[config.mk]
export PLATFORM = sky130hd
export DESIGN_NAME = relay_bank_with_last_on_shedding
export DESIGN_NICKNAME = d
export VERILOG_FILES = /design/src/hw/rtl/rbls_pkg.sv /design/src/hw/rtl/relay_bank_with_last_on_shedding.sv
export SDC_FILE = /design/constraint.sdc
export NUM_CORES = 1
export LEC_CHECK = 0
export ABC_AREA = 1
export BUFFER_PORTS_ARGS = -buffer_cell sky130_fd_sc_hd__buf_2
export CAP_MARGIN = 20
export CORE_MARGIN = 2
export CORE_UTILIZATION = 60
export CTS_CLUSTER_DIAMETER = 100
export DETAILED_ROUTE_END_ITERATION = 16
export HOLD_SLACK_MARGIN = 0.15
export PLACE_DENSITY = 0.91
export SLEW_MARGIN = 40
export SYNTH_ARGS = -nofsm -noshare
export SYNTH_HDL_FRONTEND = slang
export SYNTH_SLANG_ARGS = --single-unit
[constraint.sdc]
create_clock -name clk -period 3.03 [get_ports clk]
set_input_delay 0.606 -clock clk [delete_from_list [all_inputs] [get_ports clk]]
set_output_delay 0.606 -clock clk [all_outputs]
set_load 0.01 [all_outputs]
[src/hw/rtl/rbls_pkg.sv]
`default_nettype none

package rbls_pkg;

  localparam int RELAY_COUNT = 10;
  localparam int SP_W        = $clog2(RELAY_COUNT);
  localparam int IDX_W       = 4;
  localparam int CMD_W       = 3;
  localparam int MASK_W      = 10;
  localparam int SETTLE_W    = 10;
  localparam int CHECK_W     = 8;

  localparam int IN_W        = CMD_W + IDX_W + 1;
  localparam int IN_BYTES_W  = ((IN_W + 7) / 8) * 8;
  localparam int OUT_W       = MASK_W + IDX_W + 3;
  localparam int OUT_BYTES_W = ((OUT_W + 7) / 8) * 8;

  localparam logic [SETTLE_W-1:0] SETTLE_RESET = SETTLE_W'(100);
  localparam logic [CHECK_W-1:0]  CHECK_RESET  = CHECK_W'(60);

  typedef enum logic [CMD_W-1:0] {
    CMD_SET   = 3'd0,
    CMD_RESET = 3'd1,
    CMD_SHED  = 3'd2,
    CMD_TICK  = 3'd3,
    CMD_CLEAR = 3'd4,
    CMD_COUNT = 3'd5
  } cmd_t;

  typedef enum logic {
    REG_SETTLE_TICKS = 1'b0,
    REG_CHECK_LIMIT  = 1'b1
  } reg_idx_t;

endpackage

`default_nettype wire

[src/hw/rtl/relay_bank_with_last_on_shedding.sv]
// Relay bank with last-on shedding.
// Command transactions arrive on s_tvalid/s_tready/s_tdata; every command
// produces exactly one result transaction on m_tvalid/m_tready/m_tdata
// carrying the relay mask, the relay dropped by a shed, the acknowledged
// change flag, the settled flag and the current-check timeout flag.
// The stack of recently enabled relays lives in a small synchronous RAM.
// A command is accepted while the RAM entry at the stack pointer is read;
// the execute state then applies the command and loads the output register.
// A new command is accepted only after the previous one has been applied.
// If the receiver stalls, the finished result waits in the output register
// and the block holds the next accepted command until the register frees.
// Configuration writes (cfg_valid/cfg_ready, always ready) set the settle
// tick count (index 0) and the check limit (index 1); the user must make
// them only while idle, as the block itself does not enforce this.
// Reset (rst, synchronous) turns all relays off, empties the stack through
// its valid bits, marks the bank as settled and restores the register
// defaults of 100 ticks and a limit of 60.
`default_nettype none

module relay_bank_with_last_on_shedding (
  input  wire logic                              clk,
  input  wire logic                              rst,
  input  wire logic                              s_tvalid,
  output logic                                   s_tready,
  // cmd[2:0], relay_index[6:3], ack_changed[7]
  input  wire logic [rbls_pkg::IN_BYTES_W-1:0]   s_tdata,
  output logic                                   m_tvalid,
  input  wire logic                              m_tready,
  // relay_mask[9:0], shed_relay[13:10], changed_seen[14], settled[15],
  // check_timeout[16], zero fill above
  output logic [rbls_pkg::OUT_BYTES_W-1:0]       m_tdata,
  input  wire logic                              cfg_valid,
  output logic                                   cfg_ready,
  input  wire logic                              cfg_index,
  input  wire logic [rbls_pkg::SETTLE_W-1:0]     cfg_data
);

  localparam int RC = rbls_pkg::RELAY_COUNT;

  typedef enum logic {
    S_IDLE,
    S_EXEC
  } state_t;

  state_t st;

  logic [rbls_pkg::SETTLE_W-1:0] settle_ticks;
  logic [rbls_pkg::CHECK_W-1:0]  check_limit;

  logic [RC-1:0]                 relay_bits, relay_bits_next;
  logic [rbls_pkg::SP_W-1:0]     sp, sp_next;
  logic                          change_pending, change_pending_next;
  logic                          settle_done, settle_done_next;
  logic [rbls_pkg::SETTLE_W-1:0] settle_count, settle_count_next;
  logic [rbls_pkg::CHECK_W-1:0]  check_count, check_count_next;

  // Latched command.
  logic [rbls_pkg::CMD_W-1:0]    cmd_q;
  logic [rbls_pkg::IDX_W-1:0]    idx_q;
  logic                          ack_q;

  // Recent stack RAM and per-entry valid bits.
  logic [rbls_pkg::IDX_W-1:0]    stack_mem [RC];
  logic [RC-1:0]                 stack_vld;
  logic [rbls_pkg::IDX_W-1:0]    mem_q;
  logic                          vld_q;

  logic                          wr_en;
  logic                          vld_clr_one;
  logic                          vld_clr_all;
  logic [rbls_pkg::IDX_W-1:0]    shed_val;
  logic                          seen;
  logic                          idx_ok;
  logic [rbls_pkg::SP_W-1:0]     ri;
  logic [rbls_pkg::SP_W-1:0]     shed_ri;
  logic [rbls_pkg::SP_W-1:0]     sp_inc;
  logic [rbls_pkg::SP_W-1:0]     sp_dec;
  logic                          exec_go;
  logic [RC+rbls_pkg::MASK_W-1:0] mask_pad;

  assign s_tready  = (st == S_IDLE);
  assign cfg_ready = 1'b1;
  assign exec_go   = (st == S_EXEC) && (!m_tvalid || m_tready);

  assign idx_ok  = idx_q < rbls_pkg::IDX_W'(RC);
  assign ri      = idx_q[rbls_pkg::SP_W-1:0];
  assign shed_ri = mem_q[rbls_pkg::SP_W-1:0];
  assign sp_inc  = (sp == rbls_pkg::SP_W'(RC - 1)) ? '0 : sp + 1'b1;
  assign sp_dec  = (sp == '0) ? rbls_pkg::SP_W'(RC - 1) : sp - 1'b1;

  always_comb begin
    relay_bits_next     = relay_bits;
    sp_next             = sp;
    change_pending_next = change_pending;
    settle_done_next    = settle_done;
    settle_count_next   = settle_count;
    check_count_next    = check_count;
    wr_en               = 1'b0;
    vld_clr_one         = 1'b0;
    vld_clr_all         = 1'b0;
    shed_val            = rbls_pkg::IDX_W'(RC);
    seen                = 1'b0;
    unique case (cmd_q)
      rbls_pkg::CMD_SET: begin
        if (idx_ok) begin
          if (!relay_bits[ri]) begin
            change_pending_next = 1'b1;
          end
          relay_bits_next[ri] = 1'b1;
          sp_next             = sp_inc;
          wr_en               = 1'b1;
          check_count_next    = '0;
          settle_done_next    = 1'b0;
          settle_count_next   = settle_ticks;
        end
      end
      rbls_pkg::CMD_RESET: begin
        if (idx_ok) begin
          if (relay_bits[ri]) begin
            change_pending_next = 1'b1;
          end
          relay_bits_next[ri] = 1'b0;
          settle_done_next    = 1'b0;
          settle_count_next   = settle_ticks;
        end
      end
      rbls_pkg::CMD_SHED: begin
        // Valid entries always hold a relay number below the bank size.
        if (vld_q) begin
          shed_val = mem_q;
          if (relay_bits[shed_ri]) begin
            change_pending_next = 1'b1;
          end
          relay_bits_next[shed_ri] = 1'b0;
          settle_done_next         = 1'b0;
          settle_count_next        = settle_ticks;
        end
        vld_clr_one = 1'b1;
        sp_next     = sp_dec;
      end
      rbls_pkg::CMD_TICK: begin
        if (!settle_done) begin
          if (settle_count <= rbls_pkg::SETTLE_W'(1)) begin
            settle_done_next  = 1'b1;
            settle_count_next = '0;
          end else begin
            settle_count_next = settle_count - 1'b1;
          end
        end
      end
      rbls_pkg::CMD_CLEAR: begin
        vld_clr_all = 1'b1;
        sp_next     = '0;
      end
      rbls_pkg::CMD_COUNT: begin
        if (check_count != '1) begin
          check_count_next = check_count + 1'b1;
        end
      end
      default: begin
      end
    endcase
    // The acknowledge sees the flag after the command has acted.
    if (ack_q) begin
      seen                = change_pending_next;
      change_pending_next = 1'b0;
    end
  end

  assign mask_pad = {{rbls_pkg::MASK_W{1'b0}}, relay_bits_next};

  // Stack RAM: one read port at the stack pointer, one write port.
  always_ff @(posedge clk) begin
    if (s_tvalid && s_tready) begin
      mem_q <= stack_mem[sp];
    end
    if (exec_go && wr_en) begin
      stack_mem[sp_next] <= idx_q;
    end
  end

  always_ff @(posedge clk) begin
    if (rst) begin
      stack_vld <= '0;
      vld_q     <= 1'b0;
    end else begin
      if (s_tvalid && s_tready) begin
        vld_q <= stack_vld[sp];
      end
      if (exec_go) begin
        if (vld_clr_all) begin
          stack_vld <= '0;
        end else if (vld_clr_one) begin
          stack_vld[sp] <= 1'b0;
        end else if (wr_en) begin
          stack_vld[sp_next] <= 1'b1;
        end
      end
    end
  end

  always_ff @(posedge clk) begin
    if (rst) begin
      settle_ticks <= rbls_pkg::SETTLE_RESET;
      check_limit  <= rbls_pkg::CHECK_RESET;
    end else if (cfg_valid && cfg_ready) begin
      unique case (cfg_index)
        rbls_pkg::REG_SETTLE_TICKS: settle_ticks <= cfg_data;
        rbls_pkg::REG_CHECK_LIMIT:  check_limit  <= cfg_data[rbls_pkg::CHECK_W-1:0];
        default: begin
        end
      endcase
    end
  end

  always_ff @(posedge clk) begin
    if (rst) begin
      st             <= S_IDLE;
      m_tvalid       <= 1'b0;
      relay_bits     <= '0;
      sp             <= '0;
      change_pending <= 1'b0;
      settle_done    <= 1'b1;
      settle_count   <= '0;
      check_count    <= '0;
    end else begin
      if (exec_go) begin
        m_tvalid <= 1'b1;
      end else if (m_tready) begin
        m_tvalid <= 1'b0;
      end
      unique case (st)
        S_IDLE: begin
          if (s_tvalid) begin
            cmd_q <= s_tdata[rbls_pkg::CMD_W-1:0];
            idx_q <= s_tdata[rbls_pkg::CMD_W +: rbls_pkg::IDX_W];
            ack_q <= s_tdata[rbls_pkg::CMD_W + rbls_pkg::IDX_W];
            st    <= S_EXEC;
          end
        end
        S_EXEC: begin
          if (exec_go) begin
            relay_bits     <= relay_bits_next;
            sp             <= sp_next;
            change_pending <= change_pending_next;
            settle_done    <= settle_done_next;
            settle_count   <= settle_count_next;
            check_count    <= check_count_next;
            m_tdata        <= rbls_pkg::OUT_BYTES_W'({
                                check_count_next >= check_limit,
                                settle_done_next,
                                seen,
                                shed_val,
                                mask_pad[rbls_pkg::MASK_W-1:0]});
            st             <= S_IDLE;
          end
        end
        default: begin
          st <= S_IDLE;
        end
      endcase
    end
  end

`ifndef NO_ASSERTIONS
  // Only one command is in flight: acceptance is followed by a busy cycle.
  a_one_in_flight: assert property (@(posedge clk) disable iff (rst)
    (s_tvalid && s_tready) |=> !s_tready)
    else $error("command accepted while previous one still executing");

  a_sp_range: assert property (@(posedge clk) disable iff (rst)
    sp <= rbls_pkg::SP_W'(RC - 1))
    else $error("stack pointer beyond bank size");

  a_settle_idle: assert property (@(posedge clk) disable iff (rst)
    settle_done |-> (settle_count == '0))
    else $error("settle counter running while settled");
`endif

endmodule

`default_nettype wire

==> results.md, run 1 <==
- Status: complete, no violations
- Max-slew headroom: 48.8%
- Core ar.: 11300 um^2
- Worst Slack Setup Final: 0.377 ns
- Initial antenna violation count: 0
- Yosys top cell by area: edfxtp_1
- Final period utilization: 87.6%
- Peak Freq: 377 MHz
- Asr flop ratio synth: 0%
- Leak: 3.25 nW
- First-pass DRT Iterations: 6
- Worst-Skew Late Latency: 0.43 ns
- Post-Syn Area per Cell: 7.97 um^2
- Most used DFF post-synth: edfxtp_1
- Final-report hold violation count: 0
- Vias in the first global route: 5834
- R2R depth: 8
- Seq pwr share: 46.3%
- Num CTS Buffers: 17
- Postcts setup bufs: 0
- Die height: 111 um
- YS warnings: 0
- Internal: 3.20 mW
- FF-to-FF End: stack_mem[1][0]
- Largest net degree at the start of global routing: 34
- Synth top area share: 30.3%
- Routed wire per std cell: 15.9 um
- Register area share after synthesis: 49.3%
- Clock Tree Buf Depth: 2
- Row cnt: 39
- Seq cells post-synth: 134
- CTS Root Cell: clkbuf_16
- Antenna-violating nets left: 0
- ANT cells: 0
- Routed WL: 16.9 mm
- Placed cell area: 7160 um^2
- Total GRT Usage: 27.9%
- Synth Cell Area: 6850 um^2
- Critical-path top delay cell: dfxtp_1
- Slew @ Worst Pin: 0.768 ns
- Design Area, Final: 7720 um^2
- Crit path time final: 2.65 ns
- First DRT Iteration DRCs: 774
- Clock-pin transition on the worst setup and hold timing paths: 0.06 ns
- # clock sinks: 134
- Place WS: 0.487 ns
- Final setup vio count: 0
- Post-synth EDFFs: 69
- Critical Path RT: 3.12 ns
- GPL Wtd Cong: 0.987
- Post-synth cell types: 37
- Fin nets: 938
- Vias per cell: 5.91
- Max Cap Viol: 0
- Pwr dens: 560 nW/um^2
- Crit-path cells: nand2_1 > inv_1 > nand3_1 > nand3_1 > nand3_1 > nor2_2 > nand2_1 > nor2_1
- Post-CTS Hold Fix Bufs: 0
- Worst setup EP type: flip-flop
- Commonest cells post-synth: nand2_1 (191), inv_1 (105), nor2_1 (91)
- Number of I/O pins: 51
- Vias: 6256
- RSZ-0062 raised after global routing: no
- Largest cells by area after synthesis: edfxtp_1 (30%), dfxtp_1 (19%), nand2_1 (10%)
- Die W: 111 um
- CP startpoint kind: flip-flop
- WS Path Type: reg -> reg
- Worst Clk Skew: 0.0110 ns
- CP dominant cell by count: nand3_1
- Reg2reg start: sp[0]
- Die area: 12300 um^2
- Max VDD drop: 0.497 mV
- Share of cells above drive strength 1: 14.2%
- Last element of the critical path: stack_mem[1][0]
- Final Max Slew Viols: 0
- R2r setup slk: 0.38 ns
- Detailed Place HPWL: 11.4 mm
- DR DRC count: 0
- Crit-path max cell delay: 0.55 ns
- Area growth syn-to-layout: 12.7%
- Port Buf Inserts: 42
- Post-Syn Instances: 859
- Sw Share: 26.0%
- Launch point of the worst path: sp[0]
- First-pass GRT wire length: 27.5 mm
- Most frequent cell after synthesis: nand2_1
- Setup TNS: 0 ns
- H-tree depth: 4
- Post-cts sizing count: 0
- Worst-path maximum fanout: 12
- CP arrival: 2.75 ns
- Clock Power Share: 44.7%
- CTS tree: yes
- Gr ovfl total: 0
- Min-Delay Path Class: in -> reg
- P_sw: 1.12 mW
- Initial Util: 60.7%
- Combinational share of power: 9.0%
metrics by stage:
step	total power [mW]	hold slack (ns)	utilization [%]	std cells
CTS	4.31	0.352	68.5	1059
detailed placement	2.41	0.444	63.5	1027
finish	4.32	0.356	68.5	1059
global route	4.45	0.354	68.5	1059
global placement	2.40	0.438	63.5	1027
floorplan	2.30	0.426	-	865
cells in the final DEF, fill, tap and decap left out, drive strengths merged, types with 11 or more instances in the layout:
cell    instances
nand2         196
inv           118
nor2          107
o21ai          84
edfxtp         69
dfxtp          65
a21oi          64
buf            50
nand3          30
a22oi          17
clkbuf         17
nand4          15
o22ai          14
o211ai         12
ha             11
clkinv         11
how the worst min path moves through the flow:
stage                   start              to  slack (ns)  cells after the start
2_1_floorplan  change_pending  change_pending        0.43                      2
3_3_place_gp   change_pending  change_pending        0.44                      2
3_5_place_dp   change_pending  change_pending        0.44                      2
4_1_cts            s_tdata[4]        idx_q[1]        0.35                      1
5_1_grt            s_tdata[3]        idx_q[0]        0.35                      1
6_report           s_tdata[0]        cmd_q[0]        0.36                      1
routing by layer:
| layer | global-route usage (%) | share of wire, % |
|---|---|---|
| met1 | 33.8 | 39 |
| met2 | 46.3 | 48 |
| met3 | 6.94 | 9.8 |
| met4 | 14.0 | 3.5 |
| met5 | 0 | 0 |
final cells by class:
type                       instances  area [um^2]
clock inverter                    15          133
multi-input combinational        581         2890
tap                              143          179
fill                             860         3550
sequential                       134         3370
clock buffer                      17          425
timing repair buffer              50          270
inverter                         119          447
power groups by stage:
stage          Sequential (mW)  Combinational, mW  Clock [mW]
3_5_place_dp              2.04              0.376           0
3_3_place_gp              2.04              0.369           0
5_1_grt                   2.01              0.435        2.01
4_1_cts                   2.00              0.381        1.93
2_1_floorplan             2.02              0.279           0
6_report                  2.00              0.389        1.93
sequential cells by signal (all words and copies together) (netlist names):
| register | flops |
|---|---|
| st | 1 |
| ack_q | 1 |
| change_pending | 1 |
| m_tdata | 17 |
| m_tvalid | 1 |
| cmd_q | 3 |
| settle_done | 1 |
| settle_count | 10 |
| stack_mem | 40 |
| vld_q | 1 |
| stack_vld | 10 |
| mem_q | 4 |
| relay_bits | 10 |
| check_limit | 8 |
| sp | 4 |
| settle_ticks | 10 |
| idx_q | 4 |
| check_count | 8 |
worst max-delay path: cells and delay by family, from the launching register on:
| family | cells | cell delay (ns) |
|---|---|---|
| buffers and inverters | 1 | 0.39 |
| DFF | 1 | 0.55 |
| and+or+nand+nor | 7 | 1.38 |
cell families after synthesis:
kind of cell	after synthesis	share of synthesized area (%)
AO/OA/AOI/OAI	208	17.7
XOR/XNOR	2	0.256
adder cells (fa/ha/maj)	11	2.01
buffers and inverters	150	8.88
flip-flops	134	49.3
other	2	0.110
AND/OR/NAND/NOR	352	21.8
(Power assumes the default switching activity.)
==> run 2: changes to the inputs <==
--- a/config.mk
+++ b/config.mk
@@ -5,15 +5,14 @@
 export SDC_FILE = /design/constraint.sdc
 export NUM_CORES = 1
 export LEC_CHECK = 0
-export ABC_AREA = 1
 export BUFFER_PORTS_ARGS = -buffer_cell sky130_fd_sc_hd__buf_2
 export CAP_MARGIN = 20
 export CORE_MARGIN = 2
-export CORE_UTILIZATION = 60
+export CORE_UTILIZATION = 61
 export CTS_CLUSTER_DIAMETER = 100
 export DETAILED_ROUTE_END_ITERATION = 16
 export HOLD_SLACK_MARGIN = 0.15
-export PLACE_DENSITY = 0.91
+export PLACE_DENSITY = 0.92
 export SLEW_MARGIN = 40
 export SYNTH_ARGS = -nofsm -noshare
 export SYNTH_HDL_FRONTEND = slang
==> results.md, run 2 <==
- Largest net degree at the start of global routing: 24
- H-tree depth: 4
- Slew @ Worst Pin: 0.833 ns
- Synth top area share: 29.9%
- Post-synthesis simple-gate area fraction: 20.6%
- Crit path time final: 2.89 ns
- Die height: 111 um
- Row cnt: 38
- Most frequent cell after synthesis: nor2_1
- CP arrival: 3.04 ns
- First-pass DRT Iterations: 5
- Post-Syn Instances: 712
- Number of I/O pins: 51
- Status: complete, no violations
- Gr ovfl total: 0
- RSZ-0062 raised after global routing: no
- Routed wire per std cell: 18.7 um
- Max FFs per register: 40
- Routed WL: 16.9 mm
- Max-slew headroom: 44.4%
- Setup TNS: 0 ns
- Pwr dens: 546 nW/um^2
- Final Total Pwr: 4.28 mW
- Mux share of post-synthesis cell area: 6.59%
- Initial Util: 63.1%
- CTS Root Cell: clkbuf_16
- Leak: 2.79 nW
- Core ar.: 11000 um^2
- Final setup vio count: 0
- Die area: 12200 um^2
- Area growth syn-to-layout: 12.9%
- Most frequent cells in the layout: nor2_1 (86), nand2_1 (75), edfxtp_1 (69)
- Initial antenna violation count: 0
- Fin nets: 788
- Max Cap Viol: 0
- Peak Freq: 347 MHz
- Xor/xnor share of the synthesized area: 0.505%
- First DRT Iteration DRCs: 694
- Final period utilization: 95.2%
- Vias per cell: 6.46
- Clock Tree Buf Depth: 2
- Biggest regs: stack_mem: 40 flops, m_tdata: 17 flops
- Critical-path top delay cell: dfxtp_1
- Post-synth cell types: 77
- Share of cells above drive strength 1: 18.9%
- Worst Clk Skew: 0.00805 ns
- Vias in the first global route: 5766
- Die W: 111 um
- Post-layout util: 71.3%
- Critical Path RT: 3.19 ns
- Total GRT Usage: 28.1%
- Most used DFF post-synth: edfxtp_1
- CTS tree: yes
- WS Path Type: reg -> reg
- Worst Slack Setup Final: 0.144 ns
- Worst setup EP type: flip-flop
- Register area share after synthesis: 48.6%
- DR DRC count: 0
- ANT cells: 0
- Post-Syn Area per Cell: 9.74 um^2
- Largest cells by area after synthesis: edfxtp_1 (30%), dfxtp_1 (19%), nor2_1 (4.7%)
- Port Buf Inserts: 42
- Vias: 5853
- Largest family of logic cells by synthesized area: simple AND/OR/NAND/NOR gates
- Worst-Skew Late Latency: 0.42 ns
- Reg with most FFs: stack_mem
- Final-report hold violation count: 0
- Synth Area in Compound Gates: 16.5%
- Synth Cell Area: 6930 um^2
- Crit-path cells: ha_1 > nand4_1 > or2_2 > o21ai_1 > mux2i_1 > ha_1 > nand2b_1 > a21oi_1 > nor2b_1 > o21ai_0 > a21oi_1 > o41a_1
- Crit-path max cell delay: 0.41 ns
- Seq cells post-synth: 134
- First-pass GRT wire length: 28.0 mm
- Worst-path maximum fanout: 5
- Place WS: 0.116 ns
- Max VDD drop: 0.447 mV
- YS warnings: 0
- GPL Wtd Cong: 0.979
- Final Max Slew Viols: 0
- # clock sinks: 134
- Min-Delay Path Class: in -> reg
- Asr flop ratio synth: 0%
- Num CTS Buffers: 17
- Post-synth EDFFs: 69
- Commonest cells post-synth: nor2_1 (87), nand2_1 (75), edfxtp_1 (69)
- Antenna-violating nets left: 0
- Detailed Place HPWL: 11.7 mm
- Most common cell after layout, fill and taps aside: nor2_1
- Yosys top cell by area: edfxtp_1
- Clock-pin transition on the worst setup and hold timing paths: 0.05 ns
- Adder and majority cell fraction of the synthesized area: 1.98%
- CP startpoint kind: flip-flop
run 2: cell types whose count changed after synthesis, sizes merged, moves of 11 or more:
cell    change
clkbuf     +12
mux2i      +13
o21ai      -48
buf        +12
nand2b     +11
inv        -97
nor2b      +14
o22ai      -14
nor3       +23
nand4      -12
nor2       -19
nand3      -17
mux4       +12
nand2     -121
run 2: stage by stage:
| stage | hold WS (ns) | cell area [um^2] | std cells |
|---|---|---|---|
| after CTS | 0.360 | 7800 | 903 |
| final | 0.369 | 7830 | 906 |
| after global routing | 0.361 | 7830 | 906 |
| after global placement | 0.436 | 7260 | 871 |
| after floorplan | 0.428 | 6960 | 718 |
| after detailed placement | 0.451 | 7260 | 871 |
run 2: cells by family (layout without fill, tap and decap cells):
logic type               after synthesis  in the layout
AO/OA/AOI/OAI                        171            171
XOR/XNOR                               4              4
adder cells (fa/ha/maj)               11             11
buffers and inverters                 74            122
flip-flops                           134            134
multiplexers                          30             30
other                                  2              8
AND/OR/NAND/NOR                      286            286
run 2: worst paths after layout:
path / start / end / slack, ns / depth (start not counted)
setup / recovery: check_count[1] / m_tdata[16] / 0.14 / 12
hold / removal: s_tdata[4] / idx_q[1] / 0.37 / 1
setup reg to reg: check_count[1] / m_tdata[16] / 0.14 / 12
hold reg to reg: ack_q / change_pending / 0.45 / 1
run 2: power by group:
part           switching (mW)  internal (mW)
Clock                   0.743           1.12
Combinational           0.250          0.150
Sequential             0.0582           1.96
run 2: layout make-up:
| cell class | count | area (um^2) |
|---|---|---|
| Multi-Input combinational cell | 510 | 3240 |
| Clock inverter | 13 | 108 |
| Tap cell | 140 | 175 |
| Clock buffer | 19 | 433 |
| Sequential cell | 134 | 3370 |
| Timing Repair Buffer | 71 | 428 |
| Inverter | 19 | 71.3 |
| Fill cell | 747 | 3150 |
run 2: metal layers:
metal / track usage (%) / part of all wire, %
met5: 0 / 0
met2: 46.2 / 49
met4: 12.7 / 2.8
met1: 35.7 / 39
met3: 6.31 / 8.9
run 2: timing repair:
item,CTS,global route
hold buffers,0,0
resized for setup,0,2
setup buffers,0,2
setup endpoints to repair,0,1
run 2: worst max-delay path, delay by kind of cell (launching register included):
kind | cells | cell delay (ns)
compound gates | 5 | 0.88
flops | 1 | 0.41
simple gates | 4 | 0.72
fa+ha+maj | 2 | 0.52
mux | 1 | 0.11
